## src/design/h264rtp_pkg.sv

```systemverilog
// Shared types, constants and register codes of the H.264 RTP packet planner.
package h264rtp_pkg;

   localparam int LEN_W        = 14;
   localparam int MP_W         = 13;
   localparam int RED_W        = 7;
   localparam int DIV_W        = 15;
   localparam int PKT_MAX      = 64;
   localparam int PKT_DEFAULT  = 64;
   localparam int CNT_W        = $clog2(PKT_MAX + 1);
   localparam int CSR_IDX_W    = 2;
   localparam int CSR_DATA_W   = 13;
   localparam int QUEUE_DEPTH  = 2;
   localparam int FU_OVERHEAD  = 2;
   localparam logic [7:0] FU_A_TYPE = 8'd28;

   localparam logic [MP_W-1:0]  MAX_PAYLOAD_RESET    = 13'd1200;
   localparam logic [RED_W-1:0] LAST_REDUCTION_RESET = 7'd0;
   localparam logic             MODE_RESET           = 1'b1;

   localparam logic [CSR_IDX_W-1:0] CSR_MAX_PAYLOAD    = 2'd0;
   localparam logic [CSR_IDX_W-1:0] CSR_LAST_REDUCTION = 2'd1;
   localparam logic [CSR_IDX_W-1:0] CSR_MODE           = 2'd2;

   typedef enum logic [1:0] {
      KIND_SINGLE = 2'd0,
      KIND_FU_A   = 2'd1,
      KIND_ERROR  = 2'd2
   } kind_type;

   typedef struct packed {
      logic [MP_W-1:0]  max_payload;
      logic [RED_W-1:0] last_reduction;
      logic             mode_non_interleaved;
   } cfg_type;

   // One planned NAL unit handed from the classifier to the emitter.
   typedef struct packed {
      kind_type         kind;
      logic [LEN_W-1:0] nal_length;
      logic [LEN_W-1:0] pl;
      logic [DIV_W-1:0] per;
      logic [CNT_W-1:0] larger;
      logic [CNT_W-1:0] num;
      logic [7:0]       ind;
      logic [4:0]       typ;
      logic             fend;
   } job_type;

   typedef struct packed {
      kind_type         kind;
      logic [LEN_W-1:0] slice_offset;
      logic [LEN_W-1:0] slice_length;
      logic [7:0]       fu_ind_byte;
      logic [7:0]       fu_header_byte;
      logic             marker;
      logic             last_of_run;
   } result_type;

endpackage

```

## src/design/h264rtp_if.sv

```systemverilog
// Handshake channel interfaces for NAL descriptors, packet descriptors and register writes.
interface h264rtp_req_if import h264rtp_pkg::*; ();
   logic             valid;
   logic             ready;
   logic [LEN_W-1:0] nal_length;
   logic [7:0]       nal_header;
   logic             frame_end;
   modport source (output valid, nal_length, nal_header, frame_end, input ready);
   modport sink   (input valid, nal_length, nal_header, frame_end, output ready);
endinterface

interface h264rtp_rsp_if import h264rtp_pkg::*; ();
   logic             valid;
   logic             ready;
   logic [1:0]       kind;
   logic [LEN_W-1:0] slice_offset;
   logic [LEN_W-1:0] slice_length;
   logic [7:0]       fu_ind_byte;
   logic [7:0]       fu_header_byte;
   logic             marker;
   logic             last_of_run;
   modport source (output valid, kind, slice_offset, slice_length, fu_ind_byte,
                   fu_header_byte, marker, last_of_run, input ready);
   modport sink   (input valid, kind, slice_offset, slice_length, fu_ind_byte,
                   fu_header_byte, marker, last_of_run, output ready);
endinterface

interface h264rtp_csr_if import h264rtp_pkg::*; ();
   logic                  valid;
   logic                  ready;
   logic [CSR_IDX_W-1:0]  index;
   logic [CSR_DATA_W-1:0] data;
   modport source (output valid, index, data, input ready);
   modport sink   (input valid, index, data, output ready);
endinterface

```

## src/design/h264_rtp_packet_planner.sv

```systemverilog
// Top level of the H.264 RTP packet planner: registers, classifier, queue and emitter.
// A fitting NAL unit or an immediate error passes the classifier register, the queue and
// the emitter register; an error for too many fragments waits for the first division, and
// the first packet of a fragmented NAL unit for both divisions. The classifier takes a new
// NAL unit once the last was queued or dropped; the emitter sends one descriptor per cycle
// while the receiver is ready. Synchronous reset clears all control state.
module h264_rtp_packet_planner import h264rtp_pkg::*; #(
   parameter int MAX_PACKETS_PER_NAL = PKT_DEFAULT
) (
   input  logic          clock,
   input  logic          reset,
   h264rtp_req_if.sink   req_chan,
   h264rtp_rsp_if.source rsp_chan,
   h264rtp_csr_if.sink   csr_chan
);

   cfg_type cfg_ff;
   job_type front_job;
   logic    front_valid;
   logic    q_full;
   logic    q_push;
   job_type q_head;
   logic    q_not_empty;
   logic    q_pop;

   assign csr_chan.ready = 1'b1;

   always_ff @(posedge clock) begin
      if (reset) begin
         cfg_ff.max_payload          <= MAX_PAYLOAD_RESET;
         cfg_ff.last_reduction       <= LAST_REDUCTION_RESET;
         cfg_ff.mode_non_interleaved <= MODE_RESET;
      end else if (csr_chan.valid) begin
         unique case (csr_chan.index)
            CSR_MAX_PAYLOAD:    cfg_ff.max_payload <= csr_chan.data[MP_W-1:0];
            CSR_LAST_REDUCTION: cfg_ff.last_reduction <= csr_chan.data[RED_W-1:0];
            CSR_MODE:           cfg_ff.mode_non_interleaved <= csr_chan.data[0];
            default:            cfg_ff <= cfg_ff;
         endcase
      end
   end

   h264rtp_front #(.MAX_PACKETS(MAX_PACKETS_PER_NAL)) u_front (
      .clock     (clock),
      .reset     (reset),
      .req       (req_chan),
      .cfg       (cfg_ff),
      .job       (front_job),
      .job_valid (front_valid),
      .job_ready (!q_full)
   );

   assign q_push = front_valid && !q_full;

   h264rtp_queue u_queue (
      .clock     (clock),
      .reset     (reset),
      .push      (q_push),
      .push_job  (front_job),
      .full      (q_full),
      .pop       (q_pop),
      .head      (q_head),
      .not_empty (q_not_empty)
   );

   h264rtp_back #(.MAX_PACKETS(MAX_PACKETS_PER_NAL)) u_back (
      .clock     (clock),
      .reset     (reset),
      .job       (q_head),
      .job_valid (q_not_empty),
      .job_pop   (q_pop),
      .rsp       (rsp_chan)
   );

   // The emitter never takes a job from an empty queue.
   assert property (@(posedge clock) disable iff (reset) q_pop |-> q_not_empty)
      else $error("job popped from empty queue");

   // A frame marker is only set on the last packet of a NAL unit.
   assert property (@(posedge clock) disable iff (reset)
      rsp_chan.valid && rsp_chan.marker |-> rsp_chan.last_of_run)
      else $error("marker on a packet that does not end its NAL unit");

   // FU-A slices start after the NAL header byte.
   assert property (@(posedge clock) disable iff (reset)
      rsp_chan.valid && rsp_chan.kind == KIND_FU_A |-> rsp_chan.slice_offset != '0)
      else $error("FU-A slice starts at the NAL header");

   // An error result is never followed by more packets of the same NAL unit.
   assert property (@(posedge clock) disable iff (reset)
      rsp_chan.valid && rsp_chan.kind == KIND_ERROR |-> rsp_chan.last_of_run)
      else $error("error result not closing its run");

endmodule

```

## src/design/h264rtp_div.sv

```systemverilog
// Restoring divider producing one quotient bit per cycle.
module h264rtp_div import h264rtp_pkg::*; (
   input  logic             clock,
   input  logic             reset,
   input  logic             start,
   input  logic [DIV_W-1:0] dividend,
   input  logic [DIV_W-1:0] divisor,
   output logic             done,
   output logic [DIV_W-1:0] quotient,
   output logic [DIV_W-1:0] remainder
);

   localparam int STEP_W = $clog2(DIV_W);

   logic              busy_ff, busy_in;
   logic              done_ff, done_in;
   logic [STEP_W-1:0] cnt_ff, cnt_in;
   logic [DIV_W-1:0]  quo_ff, quo_in;
   logic [DIV_W-1:0]  rem_ff, rem_in;
   logic [DIV_W-1:0]  dsr_ff, dsr_in;
   logic [DIV_W:0]    trial;

   always_comb begin
      busy_in = busy_ff;
      done_in = 1'b0;
      cnt_in  = cnt_ff;
      quo_in  = quo_ff;
      rem_in  = rem_ff;
      dsr_in  = dsr_ff;
      trial   = {rem_ff, quo_ff[DIV_W-1]};
      if (start) begin
         busy_in = 1'b1;
         cnt_in  = '0;
         quo_in  = dividend;
         rem_in  = '0;
         dsr_in  = divisor;
      end else if (busy_ff) begin
         if (trial >= {1'b0, dsr_ff}) begin
            rem_in = DIV_W'(trial - {1'b0, dsr_ff});
            quo_in = {quo_ff[DIV_W-2:0], 1'b1};
         end else begin
            rem_in = trial[DIV_W-1:0];
            quo_in = {quo_ff[DIV_W-2:0], 1'b0};
         end
         cnt_in = cnt_ff + 1'b1;
         if (cnt_ff == STEP_W'(DIV_W - 1)) begin
            busy_in = 1'b0;
            done_in = 1'b1;
         end
      end
   end

   always_ff @(posedge clock) begin
      if (reset) begin
         busy_ff <= 1'b0;
         done_ff <= 1'b0;
         cnt_ff  <= '0;
      end else begin
         busy_ff <= busy_in;
         done_ff <= done_in;
         cnt_ff  <= cnt_in;
      end
      quo_ff <= quo_in;
      rem_ff <= rem_in;
      dsr_ff <= dsr_in;
   end

   assign done      = done_ff;
   assign quotient  = quo_ff;
   assign remainder = rem_ff;

endmodule

```

## src/design/h264rtp_front.sv

```systemverilog
// Classifier: accepts NAL descriptors, decides single, error or FU-A, and sizes fragments.
module h264rtp_front import h264rtp_pkg::*; #(
   parameter int MAX_PACKETS = PKT_DEFAULT
) (
   input  logic               clock,
   input  logic               reset,
   h264rtp_req_if.sink        req,
   input  cfg_type            cfg,
   output job_type            job,
   output logic               job_valid,
   input  logic               job_ready
);

   typedef enum logic [1:0] {
      ST_IDLE,
      ST_DIV_NUM,
      ST_DIV_PER,
      ST_PUSH
   } state_type;

   state_type        state_ff;
   job_type          job_ff;
   logic             dropped_ff;
   logic [DIV_W-1:0] total_ff;
   logic [LEN_W-1:0] pl_ff;
   logic [7:0]       hdr_ff;
   logic             fend_ff;
   logic [CNT_W-1:0] num_ff;

   logic             accept;
   logic [RED_W-1:0] extra;
   logic [DIV_W-1:0] need;
   logic             fits;
   logic [MP_W-1:0]  cap;
   logic [LEN_W-1:0] pl;
   logic [DIV_W-1:0] total;
   logic             div_start;
   logic [DIV_W-1:0] div_dividend;
   logic [DIV_W-1:0] div_divisor;
   logic             div_done;
   logic [DIV_W-1:0] div_quo;
   logic [DIV_W-1:0] div_rem;
   logic             too_many;

   assign req.ready = (state_ff == ST_IDLE);
   assign accept    = req.valid && req.ready;

   always_comb begin
      extra = req.frame_end ? cfg.last_reduction : '0;
      need  = DIV_W'(req.nal_length) + DIV_W'(extra);
      fits  = need <= DIV_W'(cfg.max_payload);
      cap   = (cfg.max_payload > MP_W'(FU_OVERHEAD)) ?
              cfg.max_payload - MP_W'(FU_OVERHEAD) : '0;
      pl    = (req.nal_length > LEN_W'(1)) ? req.nal_length - 1'b1 : '0;
      total = DIV_W'(pl) + DIV_W'(extra);
   end

   assign too_many = div_quo > DIV_W'(MAX_PACKETS);

   // The first division rounds up: (total + cap - 1) / cap.
   assign div_start = (accept && !dropped_ff && !fits && cfg.mode_non_interleaved &&
                       cap != '0 && pl != '0) ||
                      (state_ff == ST_DIV_NUM && div_done && !too_many);
   assign div_dividend = (state_ff == ST_IDLE) ?
                         DIV_W'(total + DIV_W'(cap) - 1'b1) : total_ff;
   assign div_divisor  = (state_ff == ST_IDLE) ? DIV_W'(cap) : div_quo;

   h264rtp_div u_div (
      .clock     (clock),
      .reset     (reset),
      .start     (div_start),
      .dividend  (div_dividend),
      .divisor   (div_divisor),
      .done      (div_done),
      .quotient  (div_quo),
      .remainder (div_rem)
   );

   always_ff @(posedge clock) begin
      if (reset) begin
         state_ff   <= ST_IDLE;
         dropped_ff <= 1'b0;
      end else begin
         unique case (state_ff)
            ST_IDLE: begin
               if (accept) begin
                  total_ff <= total;
                  pl_ff    <= pl;
                  hdr_ff   <= req.nal_header;
                  fend_ff  <= req.frame_end;
                  if (dropped_ff) begin
                     if (req.frame_end) begin
                        dropped_ff <= 1'b0;
                     end
                  end else if (fits) begin
                     job_ff.kind       <= KIND_SINGLE;
                     job_ff.nal_length <= req.nal_length;
                     job_ff.fend       <= req.frame_end;
                     state_ff          <= ST_PUSH;
                  end else if (!cfg.mode_non_interleaved || cap == '0 || pl == '0) begin
                     job_ff.kind <= KIND_ERROR;
                     dropped_ff  <= !req.frame_end;
                     state_ff    <= ST_PUSH;
                  end else begin
                     state_ff <= ST_DIV_NUM;
                  end
               end
            end
            ST_DIV_NUM: begin
               if (div_done) begin
                  if (too_many) begin
                     job_ff.kind <= KIND_ERROR;
                     dropped_ff  <= !fend_ff;
                     state_ff    <= ST_PUSH;
                  end else begin
                     num_ff   <= div_quo[CNT_W-1:0];
                     state_ff <= ST_DIV_PER;
                  end
               end
            end
            ST_DIV_PER: begin
               if (div_done) begin
                  job_ff.kind   <= KIND_FU_A;
                  job_ff.pl     <= pl_ff;
                  job_ff.per    <= div_quo;
                  job_ff.larger <= div_rem[CNT_W-1:0];
                  job_ff.num    <= num_ff;
                  job_ff.ind    <= (hdr_ff & 8'hE0) | FU_A_TYPE;
                  job_ff.typ    <= hdr_ff[4:0];
                  job_ff.fend   <= fend_ff;
                  state_ff      <= ST_PUSH;
               end
            end
            ST_PUSH: begin
               if (job_ready) begin
                  state_ff <= ST_IDLE;
               end
            end
            default: state_ff <= ST_IDLE;
         endcase
      end
   end

   assign job       = job_ff;
   assign job_valid = (state_ff == ST_PUSH);

endmodule

```

## src/design/h264rtp_queue.sv

```systemverilog
// Small FIFO of planned NAL units between the classifier and the emitter.
module h264rtp_queue import h264rtp_pkg::*; (
   input  logic    clock,
   input  logic    reset,
   input  logic    push,
   input  job_type push_job,
   output logic    full,
   input  logic    pop,
   output job_type head,
   output logic    not_empty
);

   localparam int PTR_W = $clog2(QUEUE_DEPTH);
   localparam int FILL_W = $clog2(QUEUE_DEPTH + 1);

   job_type           entry_ff [QUEUE_DEPTH];
   logic [PTR_W-1:0]  wr_ff;
   logic [PTR_W-1:0]  rd_ff;
   logic [FILL_W-1:0] fill_ff;

   assign full      = (fill_ff == FILL_W'(QUEUE_DEPTH));
   assign not_empty = (fill_ff != '0);
   assign head      = entry_ff[rd_ff];

   always_ff @(posedge clock) begin
      if (reset) begin
         wr_ff   <= '0;
         rd_ff   <= '0;
         fill_ff <= '0;
      end else begin
         if (push) begin
            wr_ff <= (wr_ff == PTR_W'(QUEUE_DEPTH - 1)) ? '0 : wr_ff + 1'b1;
         end
         if (pop) begin
            rd_ff <= (rd_ff == PTR_W'(QUEUE_DEPTH - 1)) ? '0 : rd_ff + 1'b1;
         end
         if (push && !pop) begin
            fill_ff <= fill_ff + 1'b1;
         end else if (pop && !push) begin
            fill_ff <= fill_ff - 1'b1;
         end
      end
      if (push) begin
         entry_ff[wr_ff] <= push_job;
      end
   end

endmodule

```

## src/design/h264rtp_back.sv

```systemverilog
// Emitter: turns planned NAL units into packet descriptors, one per cycle while the receiver is ready.
module h264rtp_back import h264rtp_pkg::*; #(
   parameter int MAX_PACKETS = PKT_DEFAULT
) (
   input  logic        clock,
   input  logic        reset,
   input  job_type     job,
   input  logic        job_valid,
   output logic        job_pop,
   h264rtp_rsp_if.source rsp
);

   logic             busy_ff;
   logic             out_valid_ff;
   result_type       out_ff;
   logic [LEN_W-1:0] pl_ff;
   logic [DIV_W-1:0] per_ff;
   logic [CNT_W-1:0] larger_ff;
   logic [CNT_W-1:0] num_ff;
   logic [CNT_W-1:0] k_ff;
   logic [LEN_W-1:0] off_ff;
   logic [7:0]       ind_ff;
   logic [4:0]       typ_ff;
   logic             fend_ff;

   logic             load_ok;
   logic             step;
   logic [DIV_W-1:0] per_eff;
   logic [LEN_W-1:0] plen;
   logic             is_last;
   logic [LEN_W-1:0] pl_next;
   logic [CNT_W-1:0] k_next;
   result_type       frag;
   result_type       whole;

   assign load_ok = !out_valid_ff || rsp.ready;
   assign job_pop = !busy_ff && job_valid && load_ok;
   assign step    = busy_ff && load_ok;

   // One FU-A fragment; the extra byte moves to the packets counted by the remainder.
   always_comb begin
      per_eff = (num_ff == larger_ff) ? per_ff + 1'b1 : per_ff;
      if (DIV_W'(pl_ff) <= per_eff) begin
         plen = (num_ff == CNT_W'(2)) ? pl_ff - 1'b1 : pl_ff;
      end else begin
         plen = per_eff[LEN_W-1:0];
      end
      is_last = (pl_ff == plen);
      pl_next = pl_ff - plen;
      k_next  = k_ff + 1'b1;

      frag.kind           = KIND_FU_A;
      frag.slice_offset   = off_ff;
      frag.slice_length   = plen;
      frag.fu_ind_byte    = ind_ff;
      frag.fu_header_byte = {off_ff == LEN_W'(1), is_last, 1'b0, typ_ff};
      frag.marker         = is_last && fend_ff;
      frag.last_of_run    = is_last;

      whole = '0;
      whole.last_of_run = 1'b1;
      if (job.kind == KIND_SINGLE) begin
         whole.kind         = KIND_SINGLE;
         whole.slice_length = job.nal_length;
         whole.marker       = job.fend;
      end else begin
         whole.kind = KIND_ERROR;
      end
   end

   always_ff @(posedge clock) begin
      if (reset) begin
         busy_ff      <= 1'b0;
         out_valid_ff <= 1'b0;
      end else begin
         if (step) begin
            out_valid_ff <= 1'b1;
            if (pl_next == '0 || k_next == CNT_W'(MAX_PACKETS)) begin
               busy_ff <= 1'b0;
            end
         end else if (job_pop && job.kind != KIND_FU_A) begin
            out_valid_ff <= 1'b1;
         end else if (rsp.ready) begin
            out_valid_ff <= 1'b0;
         end
         if (job_pop && job.kind == KIND_FU_A) begin
            busy_ff <= 1'b1;
         end
      end
      if (step) begin
         out_ff <= frag;
         per_ff <= per_eff;
         pl_ff  <= pl_next;
         off_ff <= off_ff + plen;
         num_ff <= (num_ff != '0) ? num_ff - 1'b1 : '0;
         k_ff   <= k_next;
      end else if (job_pop) begin
         out_ff    <= whole;
         pl_ff     <= job.pl;
         per_ff    <= job.per;
         larger_ff <= job.larger;
         num_ff    <= job.num;
         ind_ff    <= job.ind;
         typ_ff    <= job.typ;
         fend_ff   <= job.fend;
         off_ff    <= LEN_W'(1);
         k_ff      <= '0;
      end
   end

   assign rsp.valid          = out_valid_ff;
   assign rsp.kind           = out_ff.kind;
   assign rsp.slice_offset   = out_ff.slice_offset;
   assign rsp.slice_length   = out_ff.slice_length;
   assign rsp.fu_ind_byte    = out_ff.fu_ind_byte;
   assign rsp.fu_header_byte = out_ff.fu_header_byte;
   assign rsp.marker         = out_ff.marker;
   assign rsp.last_of_run    = out_ff.last_of_run;

endmodule

```

## src/flat_wrapper.sv

```systemverilog
// flat-port wrapper written by rule: the top's interface ports become plain ports
module h264_rtp_packet_planner_flat import h264rtp_pkg::*;
#(
   parameter int MAX_PACKETS_PER_NAL = PKT_DEFAULT
)
  (clock, reset, req_chan_valid, req_chan_nal_length, req_chan_nal_header, req_chan_frame_end, req_chan_ready, rsp_chan_valid, rsp_chan_kind, rsp_chan_slice_offset, rsp_chan_slice_length, rsp_chan_fu_ind_byte, rsp_chan_fu_header_byte, rsp_chan_marker, rsp_chan_last_of_run, rsp_chan_ready, csr_chan_valid, csr_chan_index, csr_chan_data, csr_chan_ready);
  h264rtp_req_if req_chan_i ();
  h264rtp_rsp_if rsp_chan_i ();
  h264rtp_csr_if csr_chan_i ();
  input  logic clock;
  input  logic reset;
  input wire logic [$bits(req_chan_i.valid)-1:0] req_chan_valid;
  input wire logic [$bits(req_chan_i.nal_length)-1:0] req_chan_nal_length;
  input wire logic [$bits(req_chan_i.nal_header)-1:0] req_chan_nal_header;
  input wire logic [$bits(req_chan_i.frame_end)-1:0] req_chan_frame_end;
  output wire logic [$bits(req_chan_i.ready)-1:0] req_chan_ready;
  output wire logic [$bits(rsp_chan_i.valid)-1:0] rsp_chan_valid;
  output wire logic [$bits(rsp_chan_i.kind)-1:0] rsp_chan_kind;
  output wire logic [$bits(rsp_chan_i.slice_offset)-1:0] rsp_chan_slice_offset;
  output wire logic [$bits(rsp_chan_i.slice_length)-1:0] rsp_chan_slice_length;
  output wire logic [$bits(rsp_chan_i.fu_ind_byte)-1:0] rsp_chan_fu_ind_byte;
  output wire logic [$bits(rsp_chan_i.fu_header_byte)-1:0] rsp_chan_fu_header_byte;
  output wire logic [$bits(rsp_chan_i.marker)-1:0] rsp_chan_marker;
  output wire logic [$bits(rsp_chan_i.last_of_run)-1:0] rsp_chan_last_of_run;
  input wire logic [$bits(rsp_chan_i.ready)-1:0] rsp_chan_ready;
  input wire logic [$bits(csr_chan_i.valid)-1:0] csr_chan_valid;
  input wire logic [$bits(csr_chan_i.index)-1:0] csr_chan_index;
  input wire logic [$bits(csr_chan_i.data)-1:0] csr_chan_data;
  output wire logic [$bits(csr_chan_i.ready)-1:0] csr_chan_ready;
  assign req_chan_i.valid = req_chan_valid;
  assign req_chan_i.nal_length = req_chan_nal_length;
  assign req_chan_i.nal_header = req_chan_nal_header;
  assign req_chan_i.frame_end = req_chan_frame_end;
  assign req_chan_ready = req_chan_i.ready;
  assign rsp_chan_valid = rsp_chan_i.valid;
  assign rsp_chan_kind = rsp_chan_i.kind;
  assign rsp_chan_slice_offset = rsp_chan_i.slice_offset;
  assign rsp_chan_slice_length = rsp_chan_i.slice_length;
  assign rsp_chan_fu_ind_byte = rsp_chan_i.fu_ind_byte;
  assign rsp_chan_fu_header_byte = rsp_chan_i.fu_header_byte;
  assign rsp_chan_marker = rsp_chan_i.marker;
  assign rsp_chan_last_of_run = rsp_chan_i.last_of_run;
  assign rsp_chan_i.ready = rsp_chan_ready;
  assign csr_chan_i.valid = csr_chan_valid;
  assign csr_chan_i.index = csr_chan_index;
  assign csr_chan_i.data = csr_chan_data;
  assign csr_chan_ready = csr_chan_i.ready;
  h264_rtp_packet_planner #(.MAX_PACKETS_PER_NAL(MAX_PACKETS_PER_NAL)) u_core (.clock(clock), .reset(reset), .req_chan(req_chan_i), .rsp_chan(rsp_chan_i), .csr_chan(csr_chan_i));
endmodule
```

## config.mk

```make
export PLATFORM = sky130hd
export DESIGN_NAME = h264_rtp_packet_planner_flat
export DESIGN_NICKNAME = d
export VERILOG_FILES = /design/src/design/h264rtp_pkg.sv /design/src/design/h264rtp_if.sv /design/src/design/h264_rtp_packet_planner.sv /design/src/design/h264rtp_div.sv /design/src/design/h264rtp_front.sv /design/src/design/h264rtp_queue.sv /design/src/design/h264rtp_back.sv /design/src/flat_wrapper.sv
export SDC_FILE = /design/constraint.sdc
export NUM_CORES = 1
export LEC_CHECK = 0
export BUFFER_PORTS_ARGS = -buffer_cell sky130_fd_sc_hd__buf_2
export CAP_MARGIN = 15
export CORE_MARGIN = 5
export CORE_UTILIZATION = 60
export DETAILED_ROUTE_END_ITERATION = 8
export GPL_TIMING_DRIVEN = 0
export MAX_ROUTING_LAYER = met4
export PLACE_DENSITY_LB_ADDON = 0.1
export SYNTH_ARGS = -nofsm -noshare
export SYNTH_HDL_FRONTEND = slang
export SYNTH_SLANG_ARGS = --single-unit
```

## constraint.sdc

```tcl
create_clock -name clock -period 20.8 [get_ports clock]
set_input_delay 3.12 -clock clock [delete_from_list [all_inputs] [get_ports clock]]
set_output_delay 3.12 -clock clock [all_outputs]
set_load 0.1 [all_outputs]
```

==> impl_metrics.ini <==
[setup_path]
crit_arrival_ns = 9.92
cp.required_ns = 21.09
cp_slowest_stage_delay_ns = 0.82
path_common_cell = a21oi_1
cp-start-kind = primary input
crit_buf_inv = 6
slowest_stage = nor4_1
critPathMaxFanout = 10
critPathKind = in -> reg
crit_family = compound AO/OA/AOI/OAI gates
end_kind = flip-flop

[synth]
synth_area_mm2 = 0.0231
synth_common_cells = edfxtp_1 (393), nand2_1 (157), inv_1 (138)
synth_seq_cells = 447
syn_inst = 2009
synth_most_common_cell = edfxtp_1
syn_area_per_cell_um2 = 11.5
synth_area_leaders = edfxtp_1 (51%), ha_1 (5.5%), dfxtp_1 (4.7%)
synth_edf_count = 393
yosysUniqueCellTypes = 92
yosys_warnings = 0
synth.top_cell.area_share = 0.512
seq_area_frac_synth = 0.559
yosysTopAreaCell = edfxtp_1
synth_ff_type = edfxtp_1
async_flop_share = 0

[cts]
path_clk_slew_ns = 0.06
cts.hold.buffers_added = 0
cts_root_buf = clkbuf_16
tritoncts = done
cts_sinks = 447
cts_resized = 0
clk_latency_ns = 0.58
clock_path_buffers = 3
numCtsBuffers = 46
cts_max_level = 2
post_cts_buffers = 0

[global_routing]
globalRouteTotalUtil = 0.270
overflow = 0
grt_pass1_vias = 15500
grt_max_degree = 58
grt_pass1_wl_um = 86000
antenna_found_initial = 1

[cells_and_area]
fin_util = 0.684
syn2layout_area_growth_pct = 12.2
final_nets = 2309
drive_gt1_frac = 0.114

[timing]
max_clock_freq_ghz = 0.104
maxSlewViolCount = 0
final.setup.tns_ns = 0
rsz0062_at_grt = false
hold_violations = 0
layout_setup_ws_ns = 11.17
fin_skew_ns = 0.0139
period_share = 0.463
relSlewSlack = 0.357
setup_viol = 0
worst_pin_slew_ns = 0.951
hold_ws_ns = 0.416
period_needed_ns = 9.63

[drt]
post_drt_wl_per_cell_um = 20.5
routed_wl_um = 55600
postRouteAntennaNets = 0
viasPerCell = 5.88
drt-initial-drc-count = 1274
drc = 0
num_vias = 15900
drt_first_pass_iters = 5

[floorplanning]
die_y_um = 206
num_rows = 71
core-area_mm2 = 0.0378
die-area_mm2 = 0.0425
initial_core_util = 0.609
die_w_um = 206
io_pins = 94

[flow_run]
maxCapViolCount = 0

[outcome]
outcome = complete, no violations

[place]
portBuffers = 89
dp_hpwl_um = 41700
routabilityCongestion = 0.972
pre_cts_ws_ns = 10.74

[power_and_ir_drop]
leakagePower_nw = 9.73
power_frac_comb = 0.494
vdd_drop_max_v = 0.0000909
p_per_area_mw_per_mm2 = 169
p_sw_mw = 1.95
p_int_mw = 2.41
pwr-share-seq = 0.318
clockPowerShare = 0.188
swShare = 0.447

[hold_path]
hold_path.class = reg -> reg
==> metal layers <==
metal | vias to the layer above | track usage | wire [um]
met3 | 137 | 0.0377 | 3170
li1 | 7630 | - | -
met4 | 0 | 0.0948 | 2210
met2 | 516 | 0.437 | 26500
met5 | - | - | 0
met1 | 7652 | 0.354 | 23700
==> area by class of cell <==
type	instances	area (um^2)
Timing Repair Buffer	101	637
Tap cell	511	639
Fill cell	2887	12000
Sequential cell	447	12900
Inverter	139	522
Clock inverter	28	294
Multi-Input combinational cell	1336	9310
Clock buffer	56	1210
Buffer	89	387
Antenna cell	1	2.50
==> registers in the layout, summed over array words and instances, names as in the netlist, 5 cells and up, named ones only <==
| register | cells |
|---|---|
| u_core.cfg_ff | 21 |
| u_core.u_back.k_ff | 7 |
| u_core.u_back.larger_ff | 7 |
| u_core.u_back.num_ff | 7 |
| u_core.u_back.off_ff | 14 |
| u_core.u_back.per_ff | 15 |
| u_core.u_back.pl_ff | 14 |
| u_core.u_back.rsp.fu_header_byte | 7 |
| u_core.u_back.rsp.slice_length | 14 |
| u_core.u_back.rsp.slice_offset | 14 |
| u_core.u_back.typ_ff | 5 |
| u_core.u_front.hdr_ff | 8 |
| u_core.u_front.job | 68 |
| u_core.u_front.num_ff | 7 |
| u_core.u_front.pl_ff | 14 |
| u_core.u_front.total_ff | 15 |
| u_core.u_front.u_div.dsr_ff | 15 |
| u_core.u_front.u_div.quotient | 15 |
| u_core.u_front.u_div.remainder | 15 |
| u_core.u_queue.entry_ff | 136 |
==> stage by stage <==
step | cell area (um^2) | power [mW] | std cells
after floorplan | 23100 | 3.00 | 2011
after global placement | 24200 | 3.50 | 2611
after detailed placement | 24400 | 3.53 | 2622
after CTS | 25900 | 4.36 | 2706
after global routing | 25900 | 4.61 | 2708
final | 25900 | 4.37 | 2708
==> logic make-up after synthesis <==
family                   share of synthesized area
XOR/XNOR                                    0.0550
AND/OR/NAND/NOR                              0.131
flip-flops                                   0.559
multiplexers                                0.0444
adder cells (fa/ha/maj)                     0.0610
other                                     0.000326
AO/OA/AOI/OAI                                0.110
buffers and inverters                       0.0394
==> worst reg2reg max path: cells and delay by family (launching register included) <==
kind	cells	cell delay [ns]
fa+ha+maj	3	1.00
buf+inv	5	1.15
flops	1	0.45
simple gates	7	2.13
compound gates	12	3.25
xor+xnor	2	0.50
mux	1	0.31
==> cell usage in the layout, fill, tap and decap left out, drive strengths merged, types with 54 or more instances in the layout <==
| cell | n |
|---|---|
| buf | 125 |
| inv | 141 |
| o21ai | 95 |
| clkbuf | 121 |
| mux2i | 66 |
| ha | 102 |
| edfxtp | 393 |
| a21oi | 112 |
| dfxtp | 54 |
| nor2 | 137 |
| xnor2 | 79 |
| nand2 | 158 |
==> path summary, 6_finish.rpt <==
| path | startpoint | to | slack [ns] | cells after the start |
|---|---|---|---|---|
| max | req_chan_nal_length[7] | u_core.u_front.u_div.quotient[14]$_DFFE_PP_ | 11.17 | 32 |
| min | u_core.u_front.pl_ff[4]$_DFFE_PP_ | u_core.u_front.job[47]$_DFFE_PP_ | 0.42 | 0 |
| max reg2reg | u_core.u_back.num_ff[6]$_DFFE_PP_ | u_core.u_back.pl_ff[13]$_DFFE_PP_ | 11.72 | 30 |
| min reg2reg | u_core.u_front.pl_ff[4]$_DFFE_PP_ | u_core.u_front.job[47]$_DFFE_PP_ | 0.42 | 0 |
==> power groups by stage <==
| stage | sequential, mW | clock [mW] | combinational, mW |
|---|---|---|---|
| 2_1_floorplan | 1.68 | 0 | 1.32 |
| 3_3_place_gp | 1.42 | 0 | 2.08 |
| 3_5_place_dp | 1.40 | 0 | 2.12 |
| 4_1_cts | 1.39 | 0.833 | 2.14 |
| 5_1_grt | 1.41 | 0.874 | 2.33 |
| 6_report | 1.39 | 0.820 | 2.16 |
No activity file was read; power rests on OpenSTA's default activity.
